--- src/hw/rtl/ecg_ram.sv ---
// ----------------------------------------------------------------------------
// ecg_ram
// generic single write port, single read port ram with registered read
// ----------------------------------------------------------------------------
module ecg_ram #(
  parameter int WIDTH = 8,
  parameter int DEPTH = 16,
  parameter int AW    = (DEPTH > 1) ? $clog2(DEPTH) : 1
) (
  input  logic             clk,
  input  logic             we,
  input  logic [AW-1:0]    waddr,
  input  logic [WIDTH-1:0] wdata,
  input  logic             re,
  input  logic [AW-1:0]    raddr,
  output logic [WIDTH-1:0] rdata
);

  logic [WIDTH-1:0] mem_r [DEPTH];
  logic [WIDTH-1:0] rdata_r;

  always_ff @(posedge clk) begin
    if (we) begin
      mem_r[waddr] <= wdata;
    end
    if (re) begin
      rdata_r <= mem_r[raddr];
    end
  end

  assign rdata = rdata_r;

endmodule

--- config.mk ---
export PLATFORM = sky130hd
export DESIGN_NAME = ecg_ram
export DESIGN_NICKNAME = d
export VERILOG_FILES = /design/src/hw/rtl/ecg_ram.sv
export SDC_FILE = /design/constraint.sdc
export NUM_CORES = 1
export LEC_CHECK = 0
export BUFFER_PORTS_ARGS = -buffer_cell sky130_fd_sc_hd__buf_2
export CORE_MARGIN = 4
export CORE_UTILIZATION = 58
export CTS_CLUSTER_SIZE = 40
export DETAILED_ROUTE_END_ITERATION = 10
export PLACE_DENSITY = 0.76
export REMOVE_ABC_BUFFERS = 1
export SLEW_MARGIN = 10
export SYNTH_ARGS = -nofsm -noshare
export SYNTH_HDL_FRONTEND = slang
export SYNTH_SLANG_ARGS = --single-unit
export TNS_END_PERCENT = 50
--- constraint.sdc ---
create_clock -name clk -period 4.08 [get_ports clk]
set_input_delay 0.816 -clock clk [delete_from_list [all_inputs] [get_ports clk]]
set_output_delay 0.816 -clock clk [all_outputs]
set_load 0.02 [all_outputs]
==> impl_metrics.py, run 1 <==
metrics = {
    "outcome": {
        "status": "finished clean",
    },
    "timing": {
        "fin_crit_ns": 2.29,
        "rsz0062_at_grt": "false",
        "fmax_mhz": 436,
        "slew_headroom_pct": 38.9,
        "finalHoldViolCount": 0,
        "post-route-period-util_pct": 56.2,
        "setup_tns_ns": 0,
        "tightestPinTransition_ns": 0.914,
        "slew_viol_final": 0,
        "fin_skew_ns": 0.00496,
        "fin_ws_ns": 1.79,
        "setup_viol": 0,
    },
    "setup_path": {
        "start_kind": "primary input",
        "end_kind": "flip-flop",
        "reg2regPathDepth": 3,
        "r2r_slack_ns": 2.57,
        "timing.rr.end": "rdata[0]",
        "cp.arrival_ns": 2.54,
        "crit_required_ns": 4.33,
        "cp_max_fo": 20,
        "path_class": "in2reg",
        "endpoint": "rdata[3]",
        "r2r_start": "mem_r[1][0]",
        "startpoint": "raddr[0]",
    },
    "drt": {
        "first_iter_violations": 207,
        "drc": 0,
        "routed_wl_mm": 9.67,
        "via_count": 2407,
        "drtAntennaViolNets": 0,
        "drtPass1Iterations": 6,
        "via_per_inst": 6.17,
        "wl_per_cell_um": 24.8,
    },
    "cts": {
        "ctsRootBufferMaster": "clkbuf_8",
        "cts_setup_buffers": 0,
        "cts_sinks": 136,
        "htreeDepth": 4,
        "clkLatencyLatePin_ns": 0.51,
        "cts_hold_buf": 0,
        "clkTransAtPathRegs_ns": 0.06,
        "cts_tree": "done",
        "clock_path_buffers": 2,
        "cts_buffers": 17,
        "cts.repair.resized": 0,
    },
    "placement": {
        "dp_hpwl_mm": 5.85,
        "place_ws_ns": 1.24,
        "portBuffers": 26,
        "placed_area_sq_um": 5440,
        "gp_congestion": 0.698,
    },
    "global_route": {
        "grt_max_degree": 33,
        "grt_pass1_wl_mm": 14.9,
        "antenna_found_initial": 0,
        "gr-total-overflow": 0,
        "grtUsageTotal_pct": 20.3,
        "grt_pass1_vias": 2554,
    },
    "synth": {
        "synth_warnings": 0,
        "ys_ff_latch": 136,
        "syn_inst": 229,
        "synth.distinct_cells": 18,
        "syn_avg_cell_area_sq_um": 22.8,
        "mappedNetlistArea_sq_um": 5230,
        "yosysSeqAreaShare_pct": 78.1,
    },
    "pwr": {
        "vdd_drop_max_v": 0.000321,
        "finalPower_w": 0.00323,
        "power.leakage_nw": 2.01,
        "power_density_nw_per_um2": 535,
    },
    "floorplanning": {
        "num_rows": 34,
        "coreArea_sq_um": 8760,
        "start_util_pct": 59.7,
        "fp.dieH_um": 103,
        "num_io_pins": 27,
        "die_width_um": 103,
        "dieArea_sq_um": 10600,
    },
    "cells_and_area": {
        "final_nets": 288,
        "drive_gt1_share_pct": 28.7,
        "area_growth_pct": 15.4,
        "fillers": 514,
        "layout_commonest_cell": "edfxtp_1",
        "multi_input_area_sq_um": 1060,
        "regArea_sq_um": 4080,
        "fin_area_sq_um": 6030,
        "n_antenna_cell": 0,
        "layout.cells.most_common_list": "136 x edfxtp_1, 26 x buf_2, 18 x mux4_2",
    },
    "job": {
        "maxCapViolations": 0,
    },
    "worst_hold_path": {
        "worstHoldPathType": "in2reg",
    },
}
-- area by class of cell --
type	count	area share (%)
Sequential cell	136	67.7
Clock buffer	18	6.93
Tap cell	108	2.24
Timing Repair Buffer	31	2.78
Multi-Input combinational cell	83	17.5
Clock inverter	14	2.86
-- flip-flops by register name, indices dropped and copies added, names as in the netlist --
| name | flops |
|---|---|
| mem_r | 128 |
| rdata | 8 |
-- where the power goes --
group / leakage [nW] / total [W] / internal [W] / switching (W)
Sequential: 1.24 / 0.00158 / 0.00157 / 0.00000907
Clock: 0.274 / 0.00150 / 0.000934 / 0.000570
Combinational: 0.499 / 0.000141 / 0.0000555 / 0.0000852
Total: 2.01 / 0.00323 / 0.00256 / 0.000664
-- layer usage --
layer | global-route usage, % | vias up | share of wire [%]
met4 | 6.97 | 0 | 1.5
met5 | 0 | - | 0
met2 | 32.3 | 77 | 51
met1 | 27.5 | 1254 | 42
met3 | 5.89 | 13 | 5.7
li1 | - | 1063 | -
-- kinds of logic after synthesis --
group / Yosys count / synth area share, %
AO/OA/AOI/OAI: 16 / 2.30
buffers and inverters: 10 / 1.65
AND/OR/NAND/NOR: 35 / 3.14
multiplexers: 32 / 14.8
flip-flops: 136 / 78.1
-- metrics by stage --
stage / utilization (%) / hold WS, ns / std cells
after global routing: 68.9 / 0.678 / 390
after floorplan: - / 0.705 / 219
final: 68.9 / 0.682 / 390
after detailed placement: 62.1 / 0.750 / 358
after CTS: 68.9 / 0.665 / 390
after global placement: 62.1 / 0.737 / 358
-- synth_stat cells --
cell | instances | area share, %
a22oi_1 | 16 | 2.3
and2_1 | 1 | 0.12
and2b_1 | 1 | 0.14
buf_2 | 3 | 0.29
buf_4 | 1 | 0.14
buf_6 | 3 | 0.65
clkdlybuf4s25_2 | 3 | 0.57
edfxtp_1 | 136 | 78
mux4_1 | 14 | 7.0
mux4_2 | 18 | 7.8
nand2_1 | 9 | 0.65
nand2b_1 | 2 | 0.24
nand3_1 | 1 | 0.096
nand3b_1 | 2 | 0.29
nor2_1 | 13 | 0.93
nor2b_1 | 1 | 0.12
nor3_1 | 4 | 0.38
or3b_2 | 1 | 0.17
-- critical path, stage by stage --
cell	delay, ns
buf_2	0.34
buf_4	0.44
mux4_1	0.62
a22oi_1	0.21
nand2_1	0.11
-- worst min-delay path by stage --
stage	start	cells past startpoint	slack [ns]	endpoint
floorplan	mem_r[7][0]	3	0.70	rdata[0]
finish	wdata[5]	1	0.68	mem_r[15][5]
global placement	mem_r[14][7]	3	0.74	rdata[7]
global route	re	1	0.68	rdata[6]
detailed placement	mem_r[15][7]	3	0.75	rdata[7]
CTS	re	1	0.66	rdata[6]
Power figures use the tool's default switching activity.
==> run 2, diff against run 1 <==
==> constraint.sdc (replaced) <==
create_clock -name clk -period 2.2 [get_ports clk]
set_input_delay 0.44 -clock clk [delete_from_list [all_inputs] [get_ports clk]]
set_output_delay 0.44 -clock clk [all_outputs]
set_load 0.02 [all_outputs]
==> impl_metrics.py, run 2 (synthesis gave the netlist of run 1 again) <==
metrics = {
    "floorplanning": {
        "dieArea_sq_um": 10600,
        "start_util_pct": 59.7,
        "num_io_pins": 27,
        "coreArea_sq_um": 8760,
        "fp.dieH_um": 103,
        "num_rows": 34,
        "die_width_um": 103,
    },
    "drt": {
        "via_count": 2479,
        "wl_per_cell_um": 24.3,
        "drc": 0,
        "via_per_inst": 6.12,
        "drtPass1Iterations": 4,
        "first_iter_violations": 236,
        "drtAntennaViolNets": 0,
        "routed_wl_mm": 9.84,
    },
    "cells_and_area": {
        "layout.cells.most_common_list": "136 x edfxtp_1, 26 x buf_2, 18 x mux4_2",
        "fillers": 515,
        "top_register": "mem_r",
        "largest_register_ffs": 128,
        "n_antenna_cell": 0,
        "fin_area_sq_um": 6190,
        "final_nets": 303,
        "drive_gt1_share_pct": 31.3,
        "layout_commonest_cell": "edfxtp_1",
        "area_growth_pct": 18.5,
    },
    "global_route": {
        "grt_pass1_vias": 2549,
        "grt_pass1_wl_mm": 15.5,
        "grtUsageTotal_pct": 21.4,
        "grtUsageMet3_pct": 6.56,
        "gr-total-overflow": 0,
        "use_met1_pct": 31.2,
        "grt_max_degree": 33,
        "busiest_layer": "met1",
        "met2_usage_pct": 30.9,
        "antenna_found_initial": 0,
    },
    "cts": {
        "clock_path_buffers": 2,
        "cts_tree": "done",
        "cts_hold_buf": 0,
        "ctsRootBufferMaster": "clkbuf_8",
        "htreeDepth": 4,
        "clkLatencyLatePin_ns": 0.51,
        "cts_setup_buffers": 0,
        "cts.repair.resized": 0,
        "cts_sinks": 136,
        "cts_buffers": 17,
        "clkTransAtPathRegs_ns": 0.06,
    },
    "timing": {
        "fin_crit_ns": 1.54,
        "setup_tns_ns": 0,
        "slew_viol_final": 0,
        "fmax_mhz": 651,
        "finalHoldViolCount": 0,
        "tightestPinTransition_ns": 0.723,
        "post-route-period-util_pct": 69.8,
        "rsz0062_at_grt": "false",
        "fin_skew_ns": 0.00848,
        "slew_headroom_pct": 51.6,
        "setup_viol": 0,
    },
    "setup_path": {
        "crit_required_ns": 1.76,
        "end_kind": "output port",
        "reg2regPathDepth": 3,
        "crit_family": "flip-flops",
        "r2r_slack_ns": 0.72,
        "cp.arrival_ns": 1.10,
        "crit_cells": 1,
        "start_kind": "flip-flop",
        "crit_slowest_cell": "edfxtp_1",
        "path_buf_inv": 1,
        "path_class": "reg2out",
        "cpPeakStageDelay_ns": 0.41,
        "cp_cell_sequence": "buf_2",
        "cp_max_fo": 1,
    },
    "pwr": {
        "switchingPower_w": 0.00117,
        "switching_share_pct": 19.3,
        "vdd_drop_max_v": 0.000486,
        "p_seq_share_pct": 48.7,
        "power.leakage_nw": 2.11,
        "power_density_nw_per_um2": 974,
        "clkPwrFrac_pct": 46.7,
        "combPwrFrac_pct": 4.7,
        "intPower_w": 0.00487,
    },
    "job": {
        "maxCapViolations": 0,
    },
    "placement": {
        "dp_hpwl_mm": 5.96,
        "placed_area_sq_um": 5590,
        "portBuffers": 26,
        "gp_congestion": 0.743,
    },
    "worst_hold_path": {
        "worstHoldPathType": "in2reg",
        "min_delay_path_depth": 1,
    },
    "outcome": {
        "status": "finished clean",
    },
}
==> run 2: path summary, 6_finish.rpt <==
| check | from | to |
|---|---|---|
| worst min-delay path | re | rdata[5] |
| worst max register to register | mem_r[2][7] | rdata[7] |
| worst min register to register | mem_r[13][2] | rdata[2] |
| worst max-delay path | rdata[7] | rdata[7] |
==> run 2: through the flow <==
step | worst slack [ns] | power, W | hold WS, ns | std cells | utilization, %
after global placement | 0.223 | 0.00326 | 0.730 | 373 | 63.8
after CTS | 0.630 | 0.00608 | 0.284 | 405 | 70.7
after global routing | 0.610 | 0.00626 | 0.283 | 405 | 70.7
final | 0.665 | 0.00603 | 0.300 | 405 | 70.7
after detailed placement | 0.229 | 0.00327 | 0.742 | 373 | 63.8
after floorplan | 0.267 | 0.00312 | 0.539 | 219 | -
==> run 2: layout make-up <==
cell class                      instances  area [sq um]  area share, %
Sequential cell                       136          4080           65.9
Multi-Input combinational cell         83          1060           17.1
Clock buffer                           19           422           6.81
Timing Repair Buffer                   46           318           5.13
Clock inverter                         13           178           2.87
Tap cell                              108           135           2.18
==> run 2: metal layers <==
layer | up-vias | routed length (um)
met1 | 1264 | 4090
li1 | 1095 | -
met4 | 0 | 176
met3 | 14 | 804
met2 | 106 | 4770
met5 | - | 0
==> run 2: worst reg2reg max path: cells and delay by family, from the launching register on <==
| family | cells | cell delay [ns] |
|---|---|---|
| flops | 1 | 0.38 |
| mux | 1 | 0.47 |
| simple gates | 1 | 0.09 |
| compound gates | 1 | 0.30 |
==> run 2: power groups by stage <==
stage / clock (W) / combinational [W] / sequential, W
CTS: 0.00286 / 0.000286 / 0.00294
detailed placement: 0 / 0.000283 / 0.00299
finish: 0.00282 / 0.000281 / 0.00294
global route: 0.00301 / 0.000309 / 0.00294
floorplan: 0 / 0.000116 / 0.00300
global placement: 0 / 0.000275 / 0.00299
